File: config.mk
export PLATFORM = sky130hd
export DESIGN_NAME = cosine_distance_accumulator_flat
export DESIGN_NICKNAME = d
export VERILOG_FILES = /design/src/rtl/cda_pkg.sv /design/src/rtl/cda_if.sv /design/src/rtl/cda_ctrl.sv /design/src/rtl/cda_datapath.sv /design/src/rtl/cosine_distance_accumulator.sv /design/src/flat_wrapper.sv
export VERILOG_INCLUDE_DIRS = /design/src /design/src/rtl
export SDC_FILE = /design/constraint.sdc
export NUM_CORES = 2
export LEC_CHECK = 0
export ABC_CLOCK_PERIOD_IN_PS = 12000
export BUFFER_PORTS_ARGS = -buffer_cell sky130_fd_sc_hd__buf_2
export CORE_ASPECT_RATIO = 0.5
export CORE_UTILIZATION = 40
export CTS_CLUSTER_DIAMETER = 40
export DETAILED_ROUTE_END_ITERATION = 16
export PLACE_DENSITY_LB_ADDON = 0.25
export SYNTH_ARGS = -nofsm -noshare
export SYNTH_HDL_FRONTEND = slang
export SYNTH_SLANG_ARGS = --single-unit
File: constraint.sdc
create_clock -name clk -period 12 [get_ports clk]
set_clock_uncertainty 0.2 [all_clocks]
set_input_delay 1.2 -clock clk [delete_from_list [all_inputs] [get_ports clk]]
set_output_delay 1.2 -clock clk [all_outputs]
set_load 0.01 [all_outputs]
File: src/rtl/cosine_distance_accumulator_defines.svh
// Assertion macros for the cosine distance accumulator
`ifndef COSINE_DISTANCE_ACCUMULATOR_DEFINES_SVH
`define COSINE_DISTANCE_ACCUMULATOR_DEFINES_SVH

// Check a property on every rising clock edge outside reset
`define CDA_ASSERT(lbl, prop, msg) \
	lbl: assert property (@(posedge clk) disable iff (!arst_n) prop) else $error(msg);

// Check a property on every rising clock edge, reset included
`define CDA_ASSERT_ALWAYS(lbl, prop, msg) \
	lbl: assert property (@(posedge clk) prop) else $error(msg);

`endif

File: src/rtl/cda_pkg.sv
// Shared types and constants of the cosine distance accumulator
`timescale 1ns / 1ps
package cda_pkg;

	localparam int ELEM_BITS   = 16;
	localparam int MAX_LEN_DEF = 4096;
	localparam int DIST_W      = 16;
	localparam int C2_W        = 31;
	localparam int L2_SHIFT    = 30;
	localparam int Q14_TWO     = 32768;
	localparam int ROUND_BASE  = 32769;

	typedef enum logic [2:0] {
		ST_ACC,
		ST_START,
		ST_MUL_P,
		ST_MUL_M,
		ST_SEARCH,
		ST_LOAD_R,
		ST_MUL_R,
		ST_FINISH
	} cda_state_t;

	typedef enum logic [1:0] {
		MSEL_P,
		MSEL_M,
		MSEL_R
	} cda_msel_t;

	typedef struct packed {
		logic      acc_en;
		logic      mul_init;
		cda_msel_t mul_sel;
		logic      mul_step;
		logic      save_p;
		logic      save_l2;
		logic      search_init;
		logic      square;
		logic      decide;
		logic      finish;
	} cda_cmd_t;

	typedef struct packed {
		logic zero_norm;
		logic mul_done;
		logic search_done;
		logic out_busy;
	} cda_status_t;

endpackage

File: src/rtl/cda_if.sv
// Channel interfaces for element pairs and distance results
`timescale 1ns / 1ps
interface cda_sample_if;
	logic        valid;
	logic        ready;
	logic signed [15:0] a_elem;
	logic signed [15:0] b_elem;
	logic        last;

	modport source (output valid, a_elem, b_elem, last, input ready);
	modport sink (input valid, a_elem, b_elem, last, output ready);
endinterface

interface cda_result_if;
	logic        valid;
	logic        ready;
	logic [15:0] distance;
	logic        zero_norm;
	logic        too_long;

	modport source (output valid, distance, zero_norm, too_long, input ready);
	modport sink (input valid, distance, zero_norm, too_long, output ready);
endinterface

File: src/rtl/cda_ctrl.sv
// Controller state machine of the cosine distance accumulator
`timescale 1ns / 1ps
module cda_ctrl (
	input  logic                 clk,
	input  logic                 arst_n,
	input  logic                 in_valid,
	input  logic                 in_last,
	output logic                 in_ready,
	input  cda_pkg::cda_status_t status,
	output cda_pkg::cda_cmd_t    cmd
);

	cda_pkg::cda_state_t state_q;
	cda_pkg::cda_state_t state_d;

	always_ff @(posedge clk or negedge arst_n) begin
		if (!arst_n) begin
			state_q <= cda_pkg::ST_ACC;
		end else begin
			state_q <= state_d;
		end
	end

	always_comb begin
		state_d = state_q;
		case (state_q)
			cda_pkg::ST_ACC: begin
				if (in_valid && in_last) state_d = cda_pkg::ST_START;
			end
			cda_pkg::ST_START: begin
				state_d = status.zero_norm ? cda_pkg::ST_FINISH : cda_pkg::ST_MUL_P;
			end
			cda_pkg::ST_MUL_P: begin
				if (status.mul_done) state_d = cda_pkg::ST_MUL_M;
			end
			cda_pkg::ST_MUL_M: begin
				if (status.mul_done) state_d = cda_pkg::ST_SEARCH;
			end
			cda_pkg::ST_SEARCH: begin
				state_d = status.search_done ? cda_pkg::ST_FINISH : cda_pkg::ST_LOAD_R;
			end
			cda_pkg::ST_LOAD_R: begin
				state_d = cda_pkg::ST_MUL_R;
			end
			cda_pkg::ST_MUL_R: begin
				if (status.mul_done) state_d = cda_pkg::ST_SEARCH;
			end
			cda_pkg::ST_FINISH: begin
				if (!status.out_busy) state_d = cda_pkg::ST_ACC;
			end
			default: begin
				state_d = cda_pkg::ST_ACC;
			end
		endcase
	end

	always_comb begin
		cmd      = '0;
		cmd.mul_sel = cda_pkg::MSEL_P;
		in_ready = 1'b0;
		case (state_q)
			cda_pkg::ST_ACC: begin
				in_ready   = 1'b1;
				cmd.acc_en = in_valid;
			end
			cda_pkg::ST_START: begin
				cmd.mul_init    = !status.zero_norm;
				cmd.search_init = !status.zero_norm;
			end
			cda_pkg::ST_MUL_P: begin
				cmd.mul_step = !status.mul_done;
				cmd.save_p   = status.mul_done;
				cmd.mul_init = status.mul_done;
				cmd.mul_sel  = cda_pkg::MSEL_M;
			end
			cda_pkg::ST_MUL_M: begin
				cmd.mul_step = !status.mul_done;
				cmd.save_l2  = status.mul_done;
			end
			cda_pkg::ST_SEARCH: begin
				cmd.square = !status.search_done;
			end
			cda_pkg::ST_LOAD_R: begin
				cmd.mul_init = 1'b1;
				cmd.mul_sel  = cda_pkg::MSEL_R;
			end
			cda_pkg::ST_MUL_R: begin
				cmd.mul_step = !status.mul_done;
				cmd.decide   = status.mul_done;
			end
			cda_pkg::ST_FINISH: begin
				cmd.finish = !status.out_busy;
			end
			default: begin
				in_ready = 1'b0;
			end
		endcase
	end

endmodule

File: src/rtl/cda_datapath.sv
// Accumulators, shift-add multiplier and rounding search of the distance unit
`timescale 1ns / 1ps
module cda_datapath #(
	parameter int MAX_LEN = cda_pkg::MAX_LEN_DEF
) (
	input  logic                              clk,
	input  logic                              arst_n,
	input  logic signed [cda_pkg::ELEM_BITS-1:0] a_elem,
	input  logic signed [cda_pkg::ELEM_BITS-1:0] b_elem,
	input  cda_pkg::cda_cmd_t                 cmd,
	output cda_pkg::cda_status_t              status,
	output logic                              out_valid,
	input  logic                              out_ready,
	output logic [cda_pkg::DIST_W-1:0]        distance,
	output logic                              zero_norm,
	output logic                              too_long
);

	localparam int EB    = cda_pkg::ELEM_BITS;
	localparam int SQ_W  = 2 * EB - 1 + $clog2(MAX_LEN);
	localparam int CR_W  = SQ_W + 1;
	localparam int P_W   = 2 * SQ_W;
	localparam int WIDE  = P_W + cda_pkg::L2_SHIFT;
	localparam int CNT_W = $clog2(MAX_LEN + 1);
	localparam int DW    = cda_pkg::DIST_W;

	logic [SQ_W-1:0]        sum_sq_a_q;
	logic [SQ_W-1:0]        sum_sq_b_q;
	logic signed [CR_W-1:0] sum_cross_q;
	logic [CNT_W-1:0]       pair_count_q;
	logic                   overflow_q;

	logic [WIDE-1:0] mx_q;
	logic [SQ_W-1:0] my_q;
	logic [WIDE-1:0] macc_q;
	logic [P_W-1:0]  p_q;
	logic [WIDE-1:0] l2_q;

	logic [DW-1:0]        lo_q;
	logic [DW-1:0]        hi_q;
	logic [DW-1:0]        mid_q;
	logic                 c_neg_q;
	logic [cda_pkg::C2_W-1:0] c2_q;

	logic [DW-1:0] dist_q;
	logic          zn_q;
	logic          tl_q;
	logic          out_valid_q;

	logic signed [2*EB-1:0] prod_aa;
	logic signed [2*EB-1:0] prod_bb;
	logic signed [2*EB-1:0] prod_ab;
	logic signed [CR_W-1:0] cross_abs;
	logic [SQ_W-1:0]        mag;
	logic [DW:0]            mid_sum;
	logic [DW-1:0]          mid;
	logic signed [DW+1:0]   c_full;
	logic signed [DW+1:0]   c_abs_full;
	logic [2*DW-1:0]        c_sq;
	logic                   ab_neg;
	logic                   ab_pos;
	logic                   ok;

	assign prod_aa   = a_elem * a_elem;
	assign prod_bb   = b_elem * b_elem;
	assign prod_ab   = a_elem * b_elem;
	assign cross_abs = sum_cross_q[CR_W-1] ? -sum_cross_q : sum_cross_q;
	assign mag       = cross_abs[SQ_W-1:0];

	assign mid_sum    = {1'b0, lo_q} + {1'b0, hi_q} + {{DW{1'b0}}, 1'b1};
	assign mid        = mid_sum[DW:1];
	assign c_full     = (DW+2)'(cda_pkg::ROUND_BASE) - $signed({1'b0, mid, 1'b0});
	assign c_abs_full = c_full[DW+1] ? -c_full : c_full;
	assign c_sq       = c_abs_full[DW-1:0] * c_abs_full[DW-1:0];

	assign ab_neg = sum_cross_q[CR_W-1];
	assign ab_pos = !ab_neg && (sum_cross_q != '0);
	assign ok     = c_neg_q ? (ab_neg && (l2_q >= macc_q)) : (!ab_pos || (l2_q <= macc_q));

	always_ff @(posedge clk or negedge arst_n) begin
		if (!arst_n) begin
			sum_sq_a_q   <= '0;
			sum_sq_b_q   <= '0;
			sum_cross_q  <= '0;
			pair_count_q <= '0;
			overflow_q   <= 1'b0;
		end else if (cmd.finish) begin
			sum_sq_a_q   <= '0;
			sum_sq_b_q   <= '0;
			sum_cross_q  <= '0;
			pair_count_q <= '0;
			overflow_q   <= 1'b0;
		end else if (cmd.acc_en) begin
			if (pair_count_q < CNT_W'(MAX_LEN)) begin
				sum_sq_a_q   <= sum_sq_a_q + SQ_W'($unsigned(prod_aa));
				sum_sq_b_q   <= sum_sq_b_q + SQ_W'($unsigned(prod_bb));
				sum_cross_q  <= sum_cross_q + CR_W'(prod_ab);
				pair_count_q <= pair_count_q + CNT_W'(1);
			end else begin
				overflow_q <= 1'b1;
			end
		end
	end

	always_ff @(posedge clk) begin
		if (cmd.mul_init) begin
			macc_q <= '0;
			case (cmd.mul_sel)
				cda_pkg::MSEL_P: begin
					mx_q <= WIDE'(sum_sq_a_q);
					my_q <= sum_sq_b_q;
				end
				cda_pkg::MSEL_M: begin
					mx_q <= WIDE'(mag);
					my_q <= mag;
				end
				cda_pkg::MSEL_R: begin
					mx_q <= WIDE'(p_q);
					my_q <= SQ_W'(c2_q);
				end
				default: begin
					mx_q <= WIDE'(sum_sq_a_q);
					my_q <= sum_sq_b_q;
				end
			endcase
		end else if (cmd.mul_step) begin
			if (my_q[0]) macc_q <= macc_q + mx_q;
			mx_q <= mx_q << 1;
			my_q <= my_q >> 1;
		end
		if (cmd.save_p) p_q <= macc_q[P_W-1:0];
		if (cmd.save_l2) l2_q <= macc_q << cda_pkg::L2_SHIFT;
		if (cmd.square) begin
			mid_q   <= mid;
			c_neg_q <= c_full[DW+1];
			c2_q    <= c_sq[cda_pkg::C2_W-1:0];
		end
		if (cmd.search_init) begin
			lo_q <= '0;
			hi_q <= DW'(cda_pkg::Q14_TWO);
		end else if (cmd.decide) begin
			if (ok) lo_q <= mid_q;
			else hi_q <= mid_q - DW'(1);
		end
		if (cmd.finish) begin
			dist_q <= status.zero_norm ? '0 : lo_q;
			zn_q   <= status.zero_norm;
			tl_q   <= overflow_q;
		end
	end

	always_ff @(posedge clk or negedge arst_n) begin
		if (!arst_n) begin
			out_valid_q <= 1'b0;
		end else if (cmd.finish) begin
			out_valid_q <= 1'b1;
		end else if (out_ready) begin
			out_valid_q <= 1'b0;
		end
	end

	assign status.zero_norm   = (sum_sq_a_q == '0) || (sum_sq_b_q == '0);
	assign status.mul_done    = (my_q == '0);
	assign status.search_done = (lo_q >= hi_q);
	assign status.out_busy    = out_valid_q && !out_ready;

	assign out_valid = out_valid_q;
	assign distance  = dist_q;
	assign zero_norm = zn_q;
	assign too_long  = tl_q;

endmodule

File: src/rtl/cosine_distance_accumulator.sv
// Top level of the cosine distance accumulator
`timescale 1ns / 1ps
`include "cosine_distance_accumulator_defines.svh"
// Streams element pairs of two vectors, one pair a cycle, into three exact running
// sums (aa, bb, ab). The pair marked last closes the vector: input then stalls
// while one shift-add multiplier forms aa*bb and ab squared (with an SQ_W-bit
// multiplier operand, SQ_W = 31 + log2(MAX_LEN), 43 by default) and a 16-step binary
// search tests each candidate distance with one more shift-add multiply, then
// waits for any previous result to be taken. The distance is Q2.14, rounded to
// nearest and clamped to 0..32768; a zero norm skips the search and reports
// distance 0 with zero_norm set, and pairs beyond MAX_LEN are dropped with
// too_long set. The result sits in an output register, so the next vector
// streams in while it waits to be taken.
module cosine_distance_accumulator #(
	parameter int MAX_LEN = cda_pkg::MAX_LEN_DEF
) (
	input  logic         clk,
	input  logic         arst_n,
	cda_sample_if.sink   sample,
	cda_result_if.source result
);

	cda_pkg::cda_cmd_t    cmd;
	cda_pkg::cda_status_t status;

	cda_ctrl u_ctrl (
		.clk      (clk),
		.arst_n   (arst_n),
		.in_valid (sample.valid),
		.in_last  (sample.last),
		.in_ready (sample.ready),
		.status   (status),
		.cmd      (cmd)
	);

	cda_datapath #(
		.MAX_LEN (MAX_LEN)
	) u_datapath (
		.clk       (clk),
		.arst_n    (arst_n),
		.a_elem    (sample.a_elem),
		.b_elem    (sample.b_elem),
		.cmd       (cmd),
		.status    (status),
		.out_valid (result.valid),
		.out_ready (result.ready),
		.distance  (result.distance),
		.zero_norm (result.zero_norm),
		.too_long  (result.too_long)
	);

	`CDA_ASSERT(a_last_stalls, sample.valid && sample.ready && sample.last |=> !sample.ready, "input not stalled after last transaction")
	`CDA_ASSERT(a_zero_norm_dist, result.valid && result.zero_norm |-> result.distance == 16'd0, "zero norm with nonzero distance")
	`CDA_ASSERT(a_dist_range, result.valid |-> result.distance <= 16'd32768, "distance above two")

endmodule
File: src/flat_wrapper.sv
// flat-port wrapper written by rule: the top's interface ports become plain ports
module cosine_distance_accumulator_flat 
#(
	parameter int MAX_LEN = cda_pkg::MAX_LEN_DEF
)
  (clk, arst_n, sample_valid, sample_a_elem, sample_b_elem, sample_last, sample_ready, result_valid, result_distance, result_zero_norm, result_too_long, result_ready);
  cda_sample_if sample_i ();
  cda_result_if result_i ();
  input  logic clk;
  input  logic arst_n;
  input wire logic [$bits(sample_i.valid)-1:0] sample_valid;
  input wire logic [$bits(sample_i.a_elem)-1:0] sample_a_elem;
  input wire logic [$bits(sample_i.b_elem)-1:0] sample_b_elem;
  input wire logic [$bits(sample_i.last)-1:0] sample_last;
  output wire logic [$bits(sample_i.ready)-1:0] sample_ready;
  output wire logic [$bits(result_i.valid)-1:0] result_valid;
  output wire logic [$bits(result_i.distance)-1:0] result_distance;
  output wire logic [$bits(result_i.zero_norm)-1:0] result_zero_norm;
  output wire logic [$bits(result_i.too_long)-1:0] result_too_long;
  input wire logic [$bits(result_i.ready)-1:0] result_ready;
  assign sample_i.valid = sample_valid;
  assign sample_i.a_elem = sample_a_elem;
  assign sample_i.b_elem = sample_b_elem;
  assign sample_i.last = sample_last;
  assign sample_ready = sample_i.ready;
  assign result_valid = result_i.valid;
  assign result_distance = result_i.distance;
  assign result_zero_norm = result_i.zero_norm;
  assign result_too_long = result_i.too_long;
  assign result_i.ready = result_ready;
  cosine_distance_accumulator #(.MAX_LEN(MAX_LEN)) u_core (.clk(clk), .arst_n(arst_n), .sample(sample_i), .result(result_i));
endmodule
# Yosys cells after proc, flatten, opt, wreduce, memory -nomap -nowiden
# Index checks and enable logic that the tools add are counted.
# word_totals
ff_bits	693
latch_bits	0
ramBits	0
rom_bits	0
n_memories	0
# classes
add_sub_neg	11
multipliers	4
n_div	0
magnitude_cmp	4
n_eq_ne	14
n_shift	0
muxes	44
n_bitwise	1
reduce_logical	30
# op_table
op	n
$mux W43	9
$mux W116	2
$pmux W86 S2	1
$mux W44	3
$logic_not A43 Y1	3
$add A116 B116 Y116	1
$ge A116 B116 Y1	1
$le A116 B116 Y1	1
$mul A16 B16 Y32	3
$add A43 B32 Y43	2
$pmux W43 S2	1
$add A44 B32 Y44	1
$reduce_bool A44 Y1	1
$neg A43 Y43	1
$mux W13	3
$mul A16 B16 Y31	1
$pmux W3 S7	1
$sub A16 B17 Y18 const A	1
$add A16 B16 Y17	1
$add A17 B1 Y17 const B	1
$ge A16 B16 Y1	1
$mux W16	1
$neg A16 Y16	1
$sub A16 B1 Y16 const B	1
other kinds (24)	66

# Depth between registers and ports, before layout
# logic_depth
depth_word	7
mapped_depth	42

# By module
# A second synthesis with hierarchy kept.
# unflattened
hier_cells	8361
hier_area_um2	78187.5
# modules_own_cells
module	instances	cells_each	area_each_um2
cda_datapath	1	8321	77877.2
cda_ctrl	1	40	310.3

# Least setup slack after synthesis
# No wires, ideal clock.
# synth_timing
path_kind	reg-to-reg
start	reg u_core.u_ctrl.state_q[2]
end	reg u_core.u_datapath.p_q[0], enable pin
setup_time_ns	0.742
arrival_time_ns	9.237
t_required_ns	11.058
path_slack_ns	1.821
path_stages_with_launch	6
synth_period_minus_slack_ns	10.179
cell_sequence	dfrtp_1 > clkbuf_1 > nor2_1 > and2_1 > inv_1 > nor4_1
# synth_lines
item	line	rtl
from (decl)	cda_ctrl.sv:13	cda_pkg::cda_state_t state_q;
from (signal assigned)	cda_ctrl.sv:18	state_q <= cda_pkg::ST_ACC;
from (signal assigned)	cda_ctrl.sv:20	state_q <= state_d;
to (signal assigned)	cda_datapath.sv:131	if (cmd.save_p) p_q <= macc_q[P_W-1:0];
to (decl)	cda_datapath.sv:36	logic [P_W-1:0] p_q;

# Worst setup path after layout
# layout_timing
start	reg u_core.u_datapath.lo_q[0]
end	reg u_core.u_datapath.c2_q[29] in the netlist's numbering (data pin)
# layout_via
elab_chain_cells	6
# layout_rtl
item	line	rtl
from (decl)	cda_datapath.sv:39	logic [DW-1:0] lo_q;
from (signal assigned)	cda_datapath.sv:142	if (ok) lo_q <= mid_q;
$add A16 B16 Y17 *	cda_datapath.sv:70	assign mid_sum = {1'b0, lo_q} + {1'b0, hi_q} + {{DW{1'b0}}, 1'b1};
$add A17 B1 Y17 *	cda_datapath.sv:70	
$sub A16 B17 Y18 *	cda_datapath.sv:72	assign c_full = (DW+2)'(cda_pkg::ROUND_BASE) - $signed({1'b0, mid, 1'b0});
$neg A16 Y16	cda_datapath.sv:73	assign c_abs_full = c_full[DW+1] ? -c_full : c_full;
$mux W16 *	cda_datapath.sv:73	
$mul A16 B16 Y31 *	cda_datapath.sv:74	assign c_sq = c_abs_full[DW-1:0] * c_abs_full[DW-1:0];
net u_core.u_datapath.c_sq[29]	cda_datapath.sv:59	logic [2*DW-1:0] c_sq;
to (signal assigned)	cda_datapath.sv:136	c2_q <= c_sq[cda_pkg::C2_W-1:0];
to (decl)	cda_datapath.sv:43	logic [cda_pkg::C2_W-1:0] c2_q;
# Mark *: on every way through the listed nets, which the timed path passes. The rest lies on a longest branch.
# A chain may end at the register's enable or synchronous reset.

==> summary.md <==
| Metric | Value |
|---|---|
| Status | `complete, no violations` |
| Crit Path Max Fanout | `11` |
| Initial antenna violation count | `5` |
| Via density | `5.32` |
| Chip Height | `314 um` |
| Most common cell after layout, fill and taps aside | `inv_1` |
| Num CTS Buffers | `88` |
| Post-synthesis sequential area ratio | `23.7%` |
| Die area | `196,000 um^2` |
| Cell family with most CP delay | `adder cells` |
| # rows | `113` |
| Element type at the critical path start | `register` |
| Max-Cap Viols | `0` |
| Via Count | `58,110` |
| GPL Wtd Cong | `0.917` |
| Worst path bufs/invs | `8` |
| Initial core utilization | `40.6%` |
| Final Non-Filler Cells | `10,927` |
| Fraction of layout instances using a drive strength above 1 | `4.29%` |
| DRT iter0 DRCs | `4,678` |
| Critical path depth in cells | `39` |
| Vias in the first global route | `58,577` |
| WP data arrival | `11,230 ps` |
| Worst Path Required | `12,210 ps` |
| Crit end category | `register` |
| Core area | `191,000 um^2` |
| Final Util | `43.8%` |
| Setup Crit Path Kind | `reg2reg` |
| Setup TNS Final | `0 ps` |
| Most frequent cells in the layout | `inv_1 (1,389), fa_1 (994), nand2_1 (905)` |
| Peak Freq | `90.7 MHz` |
| CP Capture Point | `u_core.u_datapath.c2_q[29]` |
| Synth area leaders | `fa_1 (26%), edfxtp_1 (15%), ha_1 (11%), inv_1 (6.7%), dfrtp_1 (4.8%)` |
| Warnings from Yosys | `0` |
| Slew Limit Fails | `0` |
| Least-Margin Pin Slew | `1250 ps` |
| R2r endpoint | `u_core.u_datapath.c2_q[29]` |
| Num Clock Sinks | `689` |
| Unrepaired setup endpoints after global routing | `no` |
| Postcts setup bufs | `0` |
| Reg2reg start | `u_core.u_datapath.lo_q[0]` |
| Cells after synthesis | `8,365` |
| Post-layout nets | `9,979` |
| WL/cell | `19.6 um` |
| R2r setup slk | `970 ps` |
| Synth Flop Type | `edfxtp_1` |
| Async set-or-reset flop fraction in the synthesized netlist | `21.5%` |
| Smallest hold slack | `265 ps` |
| Largest net degree at the start of global routing | `140` |
| DR DRC count | `0` |
| Number of detailed-route iterations in the first pass | `6` |
| I/O Buffers | `56` |
| Global-route wire length before repair | `339 mm` |
| Leading area contributor after synthesis | `fa_1` |
| Skew-Pair Late Insertion Delay | `700 ps` |
| Mapped cell area | `77,800 um^2` |
| DPL Wire Length | `170 mm` |
| Grt total ovfl | `0` |
| GR Util All Layers | `22.0%` |
| Antenna Nets Post-Route | `0` |
| Tmin final | `11,030 ps` |
| CTS Buffer Depth | `3` |
| Clock H-tree levels | `3` |
| Mean Syn Cell Area | `9.30 um^2` |
| Dpl cells | `10,757` |
| Top Ports | `57` |
| CP peak stage delay | `550 ps` |
| Final setup viols | `0` |
| Die width | `626 um` |
| Crit-path slowest cell | `fa_1` |
| Worst setup path startpoint | `u_core.u_datapath.lo_q[0]` |
| Worst relative slew slack | `16.7%` |
| Synth top area share | `25.6%` |
| Worst R2R Path Depth | `39` |
| Library cells used by synthesis | `89` |
| Fin. Hold Viols | `0` |
| Worst-path clk slew | `60 ps` |
| CTS tree | `built` |
| Fillers | `18,820` |
| Period Utilization, post-route | `91.9%` |
| Hold Crit Class | `reg2reg` |
| #FFs+latches synth | `689` |
| Clk root buf | `clkbuf_16` |
| Area Growth Syn to Fin | `7.86%` |
| EDFF count, synth | `393` |
| Post-Route WL | `214 mm` |
-- sequential cells by signal, indices dropped and copies added, names as in the netlist, 43 cells and up --
name and cells:
u_core.u_datapath.mx_q 116, u_core.u_datapath.l2_q 86, u_core.u_datapath.sum_sq_a_q 43, u_core.u_datapath.sum_sq_b_q 43, u_core.u_datapath.my_q 43, u_core.u_datapath.sum_cross_q 44
u_core.u_datapath.macc_q 116, u_core.u_datapath.p_q 86
-- metal layers --
metal / part of all wire (%) / routed length, um / GRT usage, %
met5: 0.013 / 27 / 0
met3: 6.1 / 13100 / 2.96
met1: 47 / 101000 / 32.5
met4: 2.2 / 4750 / 4.86
met2: 44 / 94300 / 34.1
-- cell usage after synthesis, types with 22 or more instances --
| master | number |
|---|---|
| nand2_1 | 906 |
| o21bai_1 | 74 |
| nand4_1 | 92 |
| nor3_1 | 73 |
| or3_1 | 35 |
| inv_1 | 1390 |
| nor2_1 | 454 |
| a21o_1 | 262 |
| and3_1 | 40 |
| dfxtp_1 | 148 |
| a211oi_1 | 50 |
| nand3_1 | 222 |
| o21a_1 | 33 |
| dfrtp_1 | 148 |
| clkbuf_1 | 293 |
| o21ai_0 | 325 |
| edfxtp_1 | 393 |
| nor2b_1 | 44 |
| fa_1 | 994 |
| a221oi_1 | 54 |
| o31ai_1 | 34 |
| a31oi_1 | 37 |
| and2_1 | 234 |
| nor4_1 | 61 |
| nand2b_1 | 66 |
| xor2_1 | 139 |
| ha_1 | 688 |
| mux2i_1 | 22 |
| buf_1 | 30 |
| xnor2_1 | 285 |
| a21oi_1 | 481 |
-- how the worst min path moves through the flow --
| stage | startpoint | cells after the start | end | slack [ps] |
|---|---|---|---|---|
| 3_3_place_gp | u_core.u_datapath.overflow_q | 0 | u_core.u_datapath.too_long | 250 |
| 6_report | u_core.u_datapath.overflow_q | 0 | u_core.u_datapath.too_long | 270 |
| 2_1_floorplan | u_core.u_datapath.overflow_q | 0 | u_core.u_datapath.too_long | 230 |
| 3_5_place_dp | u_core.u_datapath.overflow_q | 0 | u_core.u_datapath.too_long | 250 |
| 4_1_cts | u_core.u_datapath.overflow_q | 0 | u_core.u_datapath.too_long | 260 |
| 5_1_grt | u_core.u_datapath.overflow_q | 0 | u_core.u_datapath.too_long | 280 |
-- area by class of cell --
| cell class | instances | area [um^2] | area share, % |
|---|---|---|---|
| tap | 2587 | 3240 | 3.86 |
| clock buffer | 104 | 2320 | 2.77 |
| antenna | 4 | 10.0 | 0.0119 |
| clock inverter | 62 | 752 | 0.896 |
| multi-input combinational | 5940 | 52900 | 63.1 |
| inverter | 1401 | 5260 | 6.27 |
| timing repair buffer | 140 | 942 | 1.12 |
| sequential | 689 | 18500 | 22.0 |
-- cell families after synthesis --
| family | after synthesis | share of synthesized area (%) |
|---|---|---|
| DFF | 689 | 23.7 |
| muxes | 22 | 0.283 |
| buffers and inverters | 1737 | 8.43 |
| AOI/OAI and AO/OA | 1516 | 12.3 |
| adders and majority gates | 1682 | 36.7 |
| and+or+nand+nor | 2290 | 13.7 |
| xor gates and xnor gates | 428 | 4.86 |
| other | 1 | 0.00482 |
-- through the flow --
stage	cell area, um^2	setup slack, ps
3_5_place_dp	80800	801
3_3_place_gp	80800	1040
5_1_grt	83900	104
6_report	83900	973
4_1_cts	83900	728
2_1_floorplan	77800	1820
-- what timing repair did --
| action | in CTS | in global routing |
|---|---|---|
| hold buffers | 0 | 0 |
| endpoints found under the setup margin | 0 | 1 |
| resized for setup | 0 | 4 |
-- worst reg2reg max path: cells and delay by family (launching register included) --
family          cells  cell delay, ps
simple gates        6            1870
xor+xnor            3             680
buf+inv             8             960
compound gates     13            2830
fa+ha+maj           9            3910
flops               1             330
Power is not shown: default switching activity piles up to over one toggle a cycle in this logic, so the estimate is an artifact.
